### config.mk
export PLATFORM = sky130hd
export DESIGN_NAME = pif_front
export DESIGN_NICKNAME = d
export VERILOG_FILES = /design/src/rtl/core/printf_integer_formatter_macros.svh /design/src/rtl/core/pif_pkg.sv /design/src/rtl/core/pif_front.sv
export SDC_FILE = /design/constraint.sdc
export NUM_CORES = 1
export LEC_CHECK = 0
export ABC_AREA = 1
export BUFFER_PORTS_ARGS = -buffer_cell sky130_fd_sc_hd__buf_2
export CORE_MARGIN = 1
export CORE_UTILIZATION = 42
export DETAILED_ROUTE_END_ITERATION = 10
export GPL_ROUTABILITY_DRIVEN = 0
export PLACE_DENSITY = 0.83
export SYNTH_ARGS = -nofsm -noshare
export SYNTH_HDL_FRONTEND = slang
export SYNTH_SLANG_ARGS = --single-unit
### constraint.sdc
create_clock -name vclk -period 1.8
set_input_delay 0.27 -clock vclk [all_inputs]
set_output_delay 0.27 -clock vclk [all_outputs]
set_load 0.01 [all_outputs]
### src/rtl/core/printf_integer_formatter_macros.svh
// ----------------------------------------------------------------------------
// Assertion macros for the integer formatter.
// Both sample on the rising edge of clk and are disabled while rst_n is low.
// ----------------------------------------------------------------------------
`ifndef PRINTF_INTEGER_FORMATTER_MACROS_SVH
`define PRINTF_INTEGER_FORMATTER_MACROS_SVH

// The consequent holds in the same cycle as the antecedent.
`define PIF_ASSERT_SAME(label, ante, cons, msg) \
    label: assert property (@(posedge clk) disable iff (!rst_n) (ante) |-> (cons)) \
        else $error(msg);

// The consequent holds in the cycle after the antecedent.
`define PIF_ASSERT_NEXT(label, ante, cons, msg) \
    label: assert property (@(posedge clk) disable iff (!rst_n) (ante) |=> (cons)) \
        else $error(msg);

`endif

### src/rtl/core/pif_pkg.sv
`timescale 1ns / 1ps
// ----------------------------------------------------------------------------
// pif_pkg
// Shared codes, descriptor type and digit lookup for the integer formatter.
// ----------------------------------------------------------------------------
package pif_pkg;

    // Request kinds as they arrive on req_type
    localparam logic [2:0] KIND_CHAR = 3'd0;
    localparam logic [2:0] KIND_SDEC = 3'd1;
    localparam logic [2:0] KIND_UDEC = 3'd2;
    localparam logic [2:0] KIND_LHEX = 3'd3;
    localparam logic [2:0] KIND_UHEX = 3'd4;
    localparam logic [2:0] KIND_PTR  = 3'd5;

    // Conversion formats after classification
    localparam logic [1:0] FMT_CHAR = 2'd0;
    localparam logic [1:0] FMT_DEC  = 2'd1;
    localparam logic [1:0] FMT_HEX  = 2'd2;

    // Prefixes
    localparam logic [1:0] PFX_NONE  = 2'd0;
    localparam logic [1:0] PFX_MINUS = 2'd1;
    localparam logic [1:0] PFX_0X    = 2'd2;

    localparam logic [7:0] CH_ZERO  = 8'h30;
    localparam logic [7:0] CH_MINUS = 8'h2D;
    localparam logic [7:0] CH_X     = 8'h78;
    localparam logic [7:0] CH_LOWER_BASE = 8'h57;  // 'a' - 10
    localparam logic [7:0] CH_UPPER_BASE = 8'h37;  // 'A' - 10

    // Divide by ten: q = (m * RECIP10) >> DEC_SHIFT, exact for 32-bit m
    localparam logic [31:0] RECIP10   = 32'hCCCC_CCCD;
    localparam int          DEC_SHIFT = 35;
    localparam int          DEC_DIGITS = 10;

    typedef struct packed {
        logic [1:0] fmt;
        logic       upper;
        logic [1:0] pfx;
    } desc_ctrl_t;

    function automatic logic [7:0] digit_char(input logic [3:0] d, input logic upper);
        logic [7:0] base;
        if (d < 4'd10)
            base = CH_ZERO;
        else if (upper)
            base = CH_UPPER_BASE;
        else
            base = CH_LOWER_BASE;
        return base + {4'd0, d};
    endfunction

endpackage

### src/rtl/core/pif_front.sv
`timescale 1ns / 1ps
// ----------------------------------------------------------------------------
// pif_front
// Classifies a request into a format, prefix and magnitude for the back end.
// ----------------------------------------------------------------------------
module pif_front import pif_pkg::*;
#(
    parameter int VALUE_WIDTH = 64
)
(
    input  logic [2:0]             req_type,
    input  logic [63:0]            value,
    output desc_ctrl_t             ctrl,
    output logic [VALUE_WIDTH-1:0] mag
);

    logic [31:0] low32;
    logic [31:0] neg32;

    assign low32 = value[31:0];
    assign neg32 = 32'd0 - low32;

    always_comb
    begin
        ctrl.fmt   = FMT_CHAR;
        ctrl.upper = 1'b0;
        ctrl.pfx   = PFX_NONE;
        mag        = VALUE_WIDTH'(value[7:0]);
        unique case (req_type)
            KIND_SDEC:
            begin
                ctrl.fmt = FMT_DEC;
                if (low32[31])
                begin
                    ctrl.pfx = PFX_MINUS;
                    mag      = VALUE_WIDTH'(neg32);
                end
                else
                begin
                    mag = VALUE_WIDTH'(low32);
                end
            end
            KIND_UDEC:
            begin
                ctrl.fmt = FMT_DEC;
                mag      = VALUE_WIDTH'(low32);
            end
            KIND_LHEX:
            begin
                ctrl.fmt = FMT_HEX;
                mag      = VALUE_WIDTH'(low32);
            end
            KIND_UHEX:
            begin
                ctrl.fmt   = FMT_HEX;
                ctrl.upper = 1'b1;
                mag        = VALUE_WIDTH'(low32);
            end
            KIND_PTR:
            begin
                ctrl.fmt = FMT_HEX;
                ctrl.pfx = PFX_0X;
                mag      = value[VALUE_WIDTH-1:0];
            end
            default:
            begin
                // character, and the unused kinds: low byte as is
                ctrl.fmt = FMT_CHAR;
            end
        endcase
    end

endmodule

==> results.py <==
metrics = {
    "run_status": {
        "outcome": "completed",
    },
    "layout": {
        "area_growth_pct": 53.54,
        "clkbuf_count": 0,
        "antenna_cells": 0,
        "final_nets": 557,
        "regArea_um2": 0,
        "seq_cells": 0,
        "stdcell_count": 535,
        "final_layout_size_suffix_gt1_share_pct": 41.89,
    },
    "global_route": {
        "grt_max_degree": 33,
        "grt_pass1_wl_um": 9321,
        "grt_pass1_vias": 2305,
        "grt_util_all_layers_pct": 26.59,
        "antenna_found_initial": 0,
        "overflow": 0,
    },
    "pwr": {
        "pwr-share-clk_pct": 0,
        "switchingPower_mw": 0.3397,
        "peakVddDrop_mv": 0.1298,
        "seq_power_share_pct": 0,
        "p_leak_nw": 1.617,
        "cellPowerDensity_nw_per_um2": 219.0,
        "comb_power_share_pct": 100.0,
        "swShare_pct": 60.14,
        "internal_power_mw": 0.2252,
    },
    "job": {
        "drv_cap": 0,
    },
    "worst_setup_path": {
        "setup.worst_path.start": "value[0]",
        "path_class": "in2out",
        "cp.required_ns": 1.53,
        "startpoint_type": "input port",
        "cp_data_arrival_time_ns": 1.48,
        "endpoint_kind": "primary output",
        "cp_max_fo": 8,
    },
    "sta": {
        "rsz0062_at_grt": "true",
        "finalWorstPathRequiredPeriod_ns": 1.754,
        "slew_viol_final": 0,
        "fin_ws_ns": 0.04584,
        "worst_pin_slew_ns": 0.3592,
        "fmax_mhz": 570.1,
        "slew_headroom_pct": 76.02,
        "hold_viol": 0,
        "setup_violations": 0,
        "finalCritPeriodShare_pct": 97.45,
    },
    "synthesis": {
        "syn-cell-area_um2": 1680,
        "yosysWarnings": 0,
        "syn_area_per_cell_um2": 4.787,
        "netlist_instances": 351,
        "seq_area_frac_synth_pct": 0,
        "syn_nets": 419,
        "ys_types": 32,
    },
    "cts": {
        "ctsHoldBuffers": 0,
    },
    "routing": {
        "route.detailed.drc": 0,
        "viasPerCell": 5.030,
        "vias": 2691,
        "routed_wl_um": 6253,
        "ant_nets": 0,
        "wl_per_cell_um": 11.69,
        "dr.pass1.iters": 5,
        "drt_iter0_drc": 158,
    },
    "die": {
        "die-area_um2": 4258,
        "start_util_pct": 44.89,
        "die_w_um": 65.25,
        "boundaryPins": 136,
        "die_y_um": 65.25,
        "rows": 22,
        "coreArea_um2": 3744,
    },
    "placed_design": {
        "placed_cells": 532,
        "io_buffers": 136,
        "hpwl_um": 4756,
        "dp_slack_ns": -0.03800,
    },
    "hold_path": {
        "hold_class": "in2out",
        "hp-start": "value[0]",
    },
}
-- cell usage in the layout, fill, tap and decap left out, types with 3 or more instances in the layout --
cell,instances
a21oi_1,5
buf_2,134
buf_4,8
buf_6,3
inv_1,60
inv_2,8
nand2_1,80
nand2_2,17
nand2_4,3
nand3_1,37
nand3_2,6
nand3_4,3
nand4_1,5
nor2_1,61
nor2_2,5
nor2_4,4
o21ai_0,6
o21ai_1,16
xor2_1,7
-- kinds of logic (layout without fill, tap and decap cells) --
| group | after synthesis | after routing | share of synthesized area (%) |
|---|---|---|---|
| and+or+nand+nor | 230 | 230 | 65.45 |
| buffers and inverters | 80 | 216 | 19.36 |
| AOI/OAI and AO/OA | 33 | 33 | 10.80 |
| xor gates and xnor gates | 7 | 7 | 3.649 |
| adders and majority gates | 1 | 1 | 0.7445 |
-- critical path, stage by stage --
cell	delay (ns)
buf_6	0.09
inv_2	0.07
ha_4	0.15
nand3_2	0.11
nor2_4	0.14
nand2_2	0.08
nand2_4	0.12
nand3_1	0.08
nand2_1	0.06
nand3_1	0.09
nand2_1	0.09
buf_2	0.12
-- power groups by stage --
stage / registers [mW] / logic [mW] / clock network, mW
after global placement: 0 / 0.516 / 0
after floorplan: 0 / 0.301 / 0
after global routing: 0 / 0.623 / 0
after CTS: 0 / 0.531 / 0
after detailed placement: 0 / 0.526 / 0
final: 0 / 0.565 / 0
-- routing by layer --
metal / GRT usage (%) / share of wire [%]
met3: 1.389 / 7.0
met2: 51.68 / 52
met5: 0 / 0
met4: 5.707 / 2.3
met1: 31.40 / 39
-- final timing paths --
check	endpoint	slack [ns]	depth (start not counted)
setup / recovery	mag[28]	0.05	12
hold / removal	mag[0]	0.73	2
-- per-stage QoR --
stage	area (µm²)	power (mW)	utilization [%]	TNS [ns]	hold WS [ns]
6_report	2580	0.5649	68.92	0	0.7265
5_1_grt	2580	0.6233	68.92	-0.4444	0.7287
4_1_cts	2442	0.5308	65.24	0	0.7444
3_5_place_dp	2429	0.5261	64.87	-0.1006	0.7443
3_3_place_gp	2429	0.5158	64.87	0	0.7400
2_1_floorplan	1680	0.3010	-	0	0.6175
-- cells in the mapped netlist --
master	number	share of area [%]
nand3_1	41	12
xor2_1	7	3.6
o21ai_1	13	3.9
nand3b_1	1	0.45
buf_2	4	1.2
clkbuf_1	4	0.89
nand2_1	88	20
nand3_2	4	2.4
nand3b_4	1	1.2
o21ai_0	9	2.7
o22ai_1	2	0.74
nor4_1	1	0.37
nand2_2	11	4.1
nor2_2	3	1.1
ha_1	1	0.74
nor2_4	3	2.0
nor3_1	2	0.60
or2_4	1	0.52
buf_8	1	0.89
o21ai_2	3	1.6
nor2_8	2	2.4
nor3_2	1	0.60
nand3_4	1	1.0
nor2_1	64	14
inv_6	1	0.52
inv_1	62	14
o31ai_1	1	0.45
inv_2	7	1.6
a21oi_1	5	1.5
buf_4	1	0.45
nand4_1	5	1.9
nand2_4	1	0.67
-- area by class of cell --
class / instances / area (µm²)
multi-input cells: 271 / 1465
fillers: 368 / 1164
repair buffers: 146 / 784.5
inverters: 70 / 270.3
well taps: 48 / 60.06
-- what timing repair did --
item / in CTS / in global routing
resized for setup: 4 / 31
gates cloned: 0 / 1
setup buffers: 0 / 2
pin swaps: 2 / 15
hold endpoints to repair: 0 / 0
endpoints found under the setup margin: 8 / 17
Note: power is estimated with default switching activity, not from simulation.
