**config.mk**
```make
export PLATFORM = sky130hd
export DESIGN_NAME = pif_queue
export DESIGN_NICKNAME = d
export VERILOG_FILES = /design/src/rtl/core/pif_pkg.sv /design/src/rtl/core/pif_queue.sv
export VERILOG_INCLUDE_DIRS = /design/src /design/src/rtl/core
export SDC_FILE = /design/constraint.sdc
export NUM_CORES = 1
export LEC_CHECK = 0
export BUFFER_PORTS_ARGS = -buffer_cell sky130_fd_sc_hd__buf_2
export CORE_ASPECT_RATIO = 0.8
export CORE_MARGIN = 2
export CORE_UTILIZATION = 40
export CTS_CLUSTER_SIZE = 12
export DETAILED_ROUTE_END_ITERATION = 10
export GPL_ROUTABILITY_DRIVEN = 0
export GPL_TIMING_DRIVEN = 0
export PLACE_DENSITY = 0.71
export SLEW_MARGIN = 5
export SYNTH_ARGS = -nofsm -noshare
export SYNTH_HDL_FRONTEND = slang
export SYNTH_SLANG_ARGS = --single-unit
export TNS_END_PERCENT = 5
```
**constraint.sdc**
```tcl
create_clock -name clk -period 7.81 [get_ports clk]
set_clock_uncertainty 0.15 [all_clocks]
set_input_delay 1.1715 -clock clk [delete_from_list [all_inputs] [get_ports clk]]
set_output_delay 1.1715 -clock clk [all_outputs]
set_load 0.03 [all_outputs]
```
**src/rtl/core/printf_integer_formatter_macros.svh**
```systemverilog
// ----------------------------------------------------------------------------
// Assertion macros for the integer formatter.
// Both sample on the rising edge of clk and are disabled while rst_n is low.
// ----------------------------------------------------------------------------
`ifndef PRINTF_INTEGER_FORMATTER_MACROS_SVH
`define PRINTF_INTEGER_FORMATTER_MACROS_SVH

// The consequent holds in the same cycle as the antecedent.
`define PIF_ASSERT_SAME(label, ante, cons, msg) \
    label: assert property (@(posedge clk) disable iff (!rst_n) (ante) |-> (cons)) \
        else $error(msg);

// The consequent holds in the cycle after the antecedent.
`define PIF_ASSERT_NEXT(label, ante, cons, msg) \
    label: assert property (@(posedge clk) disable iff (!rst_n) (ante) |=> (cons)) \
        else $error(msg);

`endif

```
**src/rtl/core/pif_pkg.sv**
```systemverilog
`timescale 1ns / 1ps
// ----------------------------------------------------------------------------
// pif_pkg
// Shared codes, descriptor type and digit lookup for the integer formatter.
// ----------------------------------------------------------------------------
package pif_pkg;

    // Request kinds as they arrive on req_type
    localparam logic [2:0] KIND_CHAR = 3'd0;
    localparam logic [2:0] KIND_SDEC = 3'd1;
    localparam logic [2:0] KIND_UDEC = 3'd2;
    localparam logic [2:0] KIND_LHEX = 3'd3;
    localparam logic [2:0] KIND_UHEX = 3'd4;
    localparam logic [2:0] KIND_PTR  = 3'd5;

    // Conversion formats after classification
    localparam logic [1:0] FMT_CHAR = 2'd0;
    localparam logic [1:0] FMT_DEC  = 2'd1;
    localparam logic [1:0] FMT_HEX  = 2'd2;

    // Prefixes
    localparam logic [1:0] PFX_NONE  = 2'd0;
    localparam logic [1:0] PFX_MINUS = 2'd1;
    localparam logic [1:0] PFX_0X    = 2'd2;

    localparam logic [7:0] CH_ZERO  = 8'h30;
    localparam logic [7:0] CH_MINUS = 8'h2D;
    localparam logic [7:0] CH_X     = 8'h78;
    localparam logic [7:0] CH_LOWER_BASE = 8'h57;  // 'a' - 10
    localparam logic [7:0] CH_UPPER_BASE = 8'h37;  // 'A' - 10

    // Divide by ten: q = (m * RECIP10) >> DEC_SHIFT, exact for 32-bit m
    localparam logic [31:0] RECIP10   = 32'hCCCC_CCCD;
    localparam int          DEC_SHIFT = 35;
    localparam int          DEC_DIGITS = 10;

    typedef struct packed {
        logic [1:0] fmt;
        logic       upper;
        logic [1:0] pfx;
    } desc_ctrl_t;

    function automatic logic [7:0] digit_char(input logic [3:0] d, input logic upper);
        logic [7:0] base;
        if (d < 4'd10)
            base = CH_ZERO;
        else if (upper)
            base = CH_UPPER_BASE;
        else
            base = CH_LOWER_BASE;
        return base + {4'd0, d};
    endfunction

endpackage

```
**src/rtl/core/pif_queue.sv**
```systemverilog
`timescale 1ns / 1ps
// ----------------------------------------------------------------------------
// pif_queue
// Two-entry queue of classified requests between front and back ends.
// ----------------------------------------------------------------------------
`include "printf_integer_formatter_macros.svh"

module pif_queue import pif_pkg::*;
#(
    parameter int WIDTH = 69
)
(
    input  logic             clk,
    input  logic             rst_n,
    input  logic             push,
    input  logic [WIDTH-1:0] wdata,
    input  logic             pop,
    output logic [WIDTH-1:0] rdata,
    output logic             full,
    output logic             empty
);

    logic [WIDTH-1:0] entry_reg [2];
    logic             wr_ptr_reg;
    logic             rd_ptr_reg;
    logic [1:0]       count_reg;
    logic [1:0]       count_next;

    assign rdata = entry_reg[rd_ptr_reg];
    assign full  = (count_reg == 2'd2);
    assign empty = (count_reg == 2'd0);

    always_comb
    begin
        count_next = count_reg;
        if (push && !pop)
            count_next = count_reg + 2'd1;
        else if (pop && !push)
            count_next = count_reg - 2'd1;
    end

    always_ff @(posedge clk)
    begin
        if (push)
            entry_reg[wr_ptr_reg] <= wdata;
    end

    always_ff @(posedge clk or negedge rst_n)
    begin
        if (!rst_n)
        begin
            wr_ptr_reg <= 1'b0;
            rd_ptr_reg <= 1'b0;
            count_reg  <= 2'd0;
        end
        else
        begin
            if (push)
                wr_ptr_reg <= ~wr_ptr_reg;
            if (pop)
                rd_ptr_reg <= ~rd_ptr_reg;
            count_reg <= count_next;
        end
    end

    `PIF_ASSERT_SAME(a_no_overflow, push, count_reg != 2'd2, "push into full queue")
    `PIF_ASSERT_SAME(a_no_underflow, pop, count_reg != 2'd0, "pop from empty queue")
    `PIF_ASSERT_NEXT(a_push_fills, push, count_reg != 2'd0, "queue empty after push")

endmodule

```
==> impl_metrics.toml, run 1 <==
[die]
fp.dieH_microns = 109
dieArea_sq_um = 14800
num_io_pins = 144
rows = 38
initial_core_util_pct = 40.9
dieWidth_microns = 135
coreArea_sq_um = 13500

[clocking]
clkTransAtPathRegs_ns = 0.05
clk_latency_ns = 0.41
hold_buffers = 0
post_cts_buffers = 0
cts_root_buf = "clkbuf_16"
max-clock-path-buffers = 2
cts_made_buffers = 17
cts.repair.resized = 0
htree_num_levels = 4
cts_tree = "built"
cts_sinks = 142

[final_layout]
post-route-util_pct = 52.2
final_area_sq_um = 7040
area_growth_pct = 27.7
finalNonFillerCells = 588
multiInputGateArea_sq_um = 1130
n_fill_cell = 1134
antenna_cells = 0
fin_nets = 470
final-seq-area_sq_um = 4240
final_layout_size_suffix_gt1_share_pct = 60.5
largest_reg_flops = 138

[placement]
dp_cells = 557
port_buffers = 143
post-place-ws_ns = 5.09
postPlaceCellArea_sq_um = 6530
dpl.hpwl_microns = 6380

[timing]
slew_viol_final = 0
slew_headroom_pct = 53.8
setup_tns_ns = 0
tightestPinTransition_ns = 0.691
finalSetupViolCount = 0
hold_violations = 0
fmax_ghz = 0.339
finalWorstSetupSlack_ns = 4.86
holdWs_ns = 0.366
grt_setup_unrepaired = "false"
fin_crit_ns = 2.95
period_share_pct = 37.8

[worst_hold_path]
holdPathEnd = "count_reg[1]$_DFFE_PN0P_"
hold_depth = 1
hold_start = "count_reg[1]$_DFFE_PN0P_"
hp-class = "reg2reg"

[detailed_routing]
first_iter_violations = 137
wl_per_cell_microns = 16.3
via_per_inst = 4.51
drtAntennaViolNets = 0
firstDrtPassIters = 4
drc = 0
vias = 2649
finalWirelength_microns = 9590

[status]
status = "finished, final reports clean"

[yosys]
synth-edff-count = 138
ys_dominant_reg_cell = "edfxtp_1"
netlist_instances = 231
synthTopCellsByCount = "edfxtp_1 (138), mux2_4 (69), buf_12 (7), dfrtp_1 (4), xor2_1 (4)"
synth_top_area_share_pct = 75.1
yosys_warnings = 0
yosysTopAreaCell = "edfxtp_1"
async_flop_share_pct = 2.82
syn_area_per_cell_sq_um = 23.9
synth.area.top_cells = "edfxtp_1 (75%), mux2_4 (19%), buf_12 (2.5%)"
synth_most_common_cell = "edfxtp_1"
ys_seq_area_share_pct = 76.9
synth-seq-cells = 142
synth.distinct_cells = 12
synth_nets = 305
netlist_area_sq_um = 5520

[worst_setup_path]
rrSetupSlack_ns = 6.05
start_kind = "flop"
r2r_start = "wr_ptr_reg$_DFFE_PN0P_"
critPathTopFamily = "buffers and inverters"
slowest_stage = "dfrtp_1"
cp_num_buf_inv = 3
max_stage_delay_ns = 0.33
endpoint_kind = "output port"
cp.required_ns = 6.49
rr_worst_depth = 2
worstReg2RegEnd = "entry_reg[0][46]$_DFFE_PP_"
cp.arrival_ns = 1.63
startpoint = "rd_ptr_reg$_DFFE_PN0P_"
critPathKind = "reg2out"
cp_max_fo = 10
path_cells = "buf_6 -> buf_12 -> mux2_4 -> buf_2"

[power]
combPwrFrac_pct = 38.6
switching_share_pct = 33.3
power.switching_mw = 0.953
clkPwrFrac_pct = 24.6
internal-power_mw = 1.91
leakagePower_nw = 2.87
ir_drop_v = 0.000214
powerDensity_nw_per_um2 = 407
p_total_mw = 2.87
seq_power_share_pct = 36.8

[flow_run]
maxCapViolCount = 0

[global_routing]
grt_max_degree = 36
grt_pass1_vias = 2788
grt_first_pass_wirelength_microns = 14500
globalRoute.totalOverflow = 0
grt_usage_pct = 13.6
antenna_found_initial = 0
==> cell type report <==
| type | instances | area share [%] |
|---|---|---|
| clock buffers | 22 | 6.31 |
| well taps | 180 | 3.20 |
| flip-flops and latches | 142 | 60.2 |
| repair buffers | 146 | 11.0 |
| plain buffers | 8 | 2.15 |
| multi-input cells | 80 | 16.0 |
| inverters | 1 | 0.0533 |
| clock inverters | 9 | 1.01 |
==> cells by family (layout without fill, tap and decap cells) <==
| group | after synthesis | in the layout | share of synthesized area [%] |
|---|---|---|---|
| simple gates | 5 | 5 | 0.476 |
| xor+xnor | 5 | 5 | 0.794 |
| fa+ha+maj | 1 | 1 | 0.227 |
| buf+inv | 9 | 186 | 2.81 |
| flops | 142 | 142 | 76.9 |
| mux | 69 | 69 | 18.8 |
==> worst max-delay path by stage <==
stage                                 end  slack [ns]  depth (start not counted)
3_3_place_gp   entry_reg[0][14]$_DFFE_PP_        0.96                          2
3_5_place_dp   entry_reg[0][19]$_DFFE_PP_        5.09                          3
4_1_cts                         rdata[65]        4.82                          4
5_1_grt                         rdata[65]        4.79                          4
2_1_floorplan   entry_reg[0][0]$_DFFE_PP_        2.96                          1
6_report                        rdata[65]        4.86                          4
==> layer usage <==
layer  share of wire (%)  GRT usage, %  vias to the layer above
met5                   0             0                        -
met4                0.83          4.02                        0
met3                 7.3          6.88                        7
met2                  51          21.9                       91
met1                  41          16.0                     1309
li1                    -             -                     1242
==> power groups by stage <==
| stage | sequential (mW) | combinational (mW) | clock [mW] |
|---|---|---|---|
| floorplan | 1.07 | 0.860 | 0 |
| global placement | 1.08 | 1.09 | 0 |
| detailed placement | 1.07 | 1.13 | 0 |
| CTS | 1.06 | 1.13 | 0.725 |
| global route | 1.07 | 1.17 | 0.762 |
| finish | 1.05 | 1.11 | 0.706 |
==> cell usage in the layout, fill, tap and decap left out <==
| cell type | instances |
|---|---|
| and2_4 | 1 |
| buf_12 | 10 |
| buf_2 | 143 |
| buf_6 | 1 |
| bufinv_16 | 1 |
| clkbuf_1 | 5 |
| clkbuf_16 | 17 |
| clkinv_1 | 4 |
| clkinv_2 | 2 |
| clkinv_4 | 1 |
| clkinvlp_4 | 1 |
| dfrtp_1 | 4 |
| edfxtp_1 | 138 |
| ha_1 | 1 |
| inv_1 | 1 |
| mux2_4 | 69 |
| nor2_1 | 2 |
| nor2b_1 | 1 |
| nor2b_4 | 1 |
| xnor2_1 | 1 |
| xor2_1 | 4 |
==> worst reg2reg max path: cells and delay by family (launching register included) <==
| kind | cells | cell delay (ns) |
|---|---|---|
| DFF | 1 | 0.42 |
| buffers and inverters | 1 | 0.28 |
| and+or+nand+nor | 1 | 0.58 |
No activity file was read; power rests on OpenSTA's default activity.
==> run 2, diff against run 1 <==
- ABC_AREA: default -> 1
- PLACE_DENSITY: 0.71 -> 0.74
- clock period: 7.81 -> 2.6 ns (I/O delays scaled with it)
==> impl_metrics.toml, run 2 <==
[status]
status = "finished, final reports clean"

[global_routing]
grt_pass1_vias = 2934
grtUsageMet1_pct = 15.5
grt_usage_pct = 13.5
grt_max_degree = 38
grt_first_pass_wirelength_microns = 14600
use_met2_pct = 22.4
grt-busiest-layer = "met2"
globalRoute.totalOverflow = 0
antenna_found_initial = 0
grtUsageMet3_pct = 6.14

[worst_setup_path]
cp.required_ns = 2.06
slowest_stage = "dfrtp_1"
cp_num_buf_inv = 3
endpoint_kind = "output port"
path_cells = "buf_6 -> buf_12 -> mux2_4 -> buf_2"
critPathKind = "reg2out"
cp_max_fo = 10
start_kind = "flop"
max_stage_delay_ns = 0.33
critPathTopFamily = "buffers and inverters"
cp.arrival_ns = 1.65

[clocking]
clkTransAtPathRegs_ns = 0.06
clk_latency_ns = 0.41
cts_sinks = 142
cts_made_buffers = 17
htree_num_levels = 4
cts_root_buf = "clkbuf_16"
cts_tree = "built"
cts.repair.resized = 0
max-clock-path-buffers = 2

[die]
dieWidth_microns = 136
fp.dieH_microns = 109
dieArea_sq_um = 14800
coreArea_sq_um = 13600
initial_core_util_pct = 40.9
num_io_pins = 144
rows = 38

[final_layout]
layout_common_cells = "buf_2 (143), edfxtp_1 (138), mux2_4 (69), dlygate4sd3_1 (21), clkbuf_16 (17)"
fin_nets = 500
n_fill_cell = 1058
final_area_sq_um = 7350
area_growth_pct = 32.7
antenna_cells = 0
largest_reg_flops = 138
final-seq-area_sq_um = 4240
layout_commonest_cell = "buf_2"
multiInputGateArea_sq_um = 1120
final_layout_size_suffix_gt1_share_pct = 57.4

[yosys]
synth_nets = 314
async_flop_share_pct = 2.82
yosysTopAreaCell = "edfxtp_1"
yosys_warnings = 0
synth-seq-cells = 142
synth_most_common_cell = "edfxtp_1"
syn_area_per_cell_sq_um = 23.1
netlist_instances = 240
ys_seq_area_share_pct = 76.6
ys_dominant_reg_cell = "edfxtp_1"
synthTopCellsByCount = "edfxtp_1 (138), mux2_4 (69), buf_12 (7), inv_1 (7), nand2_1 (5)"
synth.area.top_cells = "edfxtp_1 (75%), mux2_4 (19%), buf_12 (2.5%)"
netlist_area_sq_um = 5540
synth.distinct_cells = 13
synth_top_area_share_pct = 74.8
synth-edff-count = 138

[detailed_routing]
drc = 0
wl_per_cell_microns = 15.8
drtAntennaViolNets = 0
firstDrtPassIters = 4
finalWirelength_microns = 9760
first_iter_violations = 91
via_per_inst = 4.57
vias = 2829

[timing]
finalWorstSetupSlack_ns = 0.414
tightestPinTransition_ns = 0.759
hold_violations = 0
fmax_ghz = 0.457
grt_setup_unrepaired = "false"
slew_viol_final = 0
fin_crit_ns = 2.19
setup_tns_ns = 0
finalSetupViolCount = 0
period_share_pct = 84.1
slew_headroom_pct = 49.3

[power]
leakagePower_nw = 3.01
ir_drop_v = 0.000628
powerDensity_nw_per_um2 = 1210
p_total_mw = 8.87

[worst_hold_path]
hp-class = "in2reg"

[placement]
postPlaceCellArea_sq_um = 6560
port_buffers = 143
post-place-ws_ns = 0.641
dpl.hpwl_microns = 6610

[flow_run]
maxCapViolCount = 0
==> run 2: cell count changes after synthesis, sizes merged, moves of 2 or more <==
cell / previous run / this run
nor2b: 2 / 0
xor2: 4 / 2
inv: 1 / 7
nand2: 0 / 5
==> run 2: per-layer routing <==
| metal | up-vias | wire length, microns |
|---|---|---|
| met4 | 0 | 120 |
| met5 | - | 0 |
| met1 | 1396 | 3930 |
| met3 | 11 | 760 |
| met2 | 109 | 4940 |
| li1 | 1313 | - |
==> run 2: final timing paths <==
check	startpoint	end	slack (ns)	depth (start not counted)
min reg2reg	count_reg[1]$_DFFE_PN0P_	count_reg[1]$_DFFE_PN0P_	0.39	2
min	wdata[35]	entry_reg[1][35]$_DFFE_PP_	0.02	1
max in group asynchronous	rst_n	rd_ptr_reg$_DFFE_PN0P_	2.02	2
min in group asynchronous	rst_n	wr_ptr_reg$_DFFE_PN0P_	0.16	2
max	rd_ptr_reg$_DFFE_PN0P_	rdata[2]	0.41	4
max reg2reg	wr_ptr_reg$_DFFE_PN0P_	entry_reg[0][24]$_DFFE_PP_	0.79	2
==> run 2: cell families (layout without fill, tap and decap cells) <==
kind of cell | after synthesis | in the layout | share of synthesized area, %
flip-flops | 142 | 142 | 76.6
multiplexers | 69 | 69 | 18.7
buffers and inverters | 15 | 214 | 3.21
AND/OR/NAND/NOR | 10 | 10 | 0.746
XOR/XNOR | 3 | 3 | 0.475
adder cells (fa/ha/maj) | 1 | 1 | 0.226
==> run 2: power breakdown <==
part           switching (mW)  internal [mW]
combinational            1.93           1.44
sequential              0.128           3.04
clock                   0.846           1.49
total                    2.90           5.97
==> run 2: stage by stage <==
| step | hold slack, ns | instances | utilization, % |
|---|---|---|---|
| 5_1_grt | 0.00147 | 619 | 54.2 |
| 6_report | 0.0213 | 619 | 54.2 |
| 2_1_floorplan | -0.0556 | 240 | - |
| 4_1_cts | 0.000175 | 609 | 53.5 |
| 3_3_place_gp | 0.0472 | 563 | 47.9 |
| 3_5_place_dp | 0.0529 | 566 | 48.4 |
==> run 2: final cells by class <==
| cell class | count | area share [%] |
|---|---|---|
| inverters | 7 | 0.392 |
| plain buffers | 8 | 2.06 |
| clock inverters | 13 | 2.01 |
| repair buffers | 167 | 13.5 |
| flip-flops and latches | 142 | 57.8 |
| well taps | 180 | 3.07 |
| multi-input cells | 83 | 15.3 |
| clock buffers | 19 | 5.89 |
==> run 2: repair_timing <==
action | in CTS | in global routing
hold endpoints to repair | 24 | 16
hold buffers | 11 | 10
buffers inserted | 0 | 0
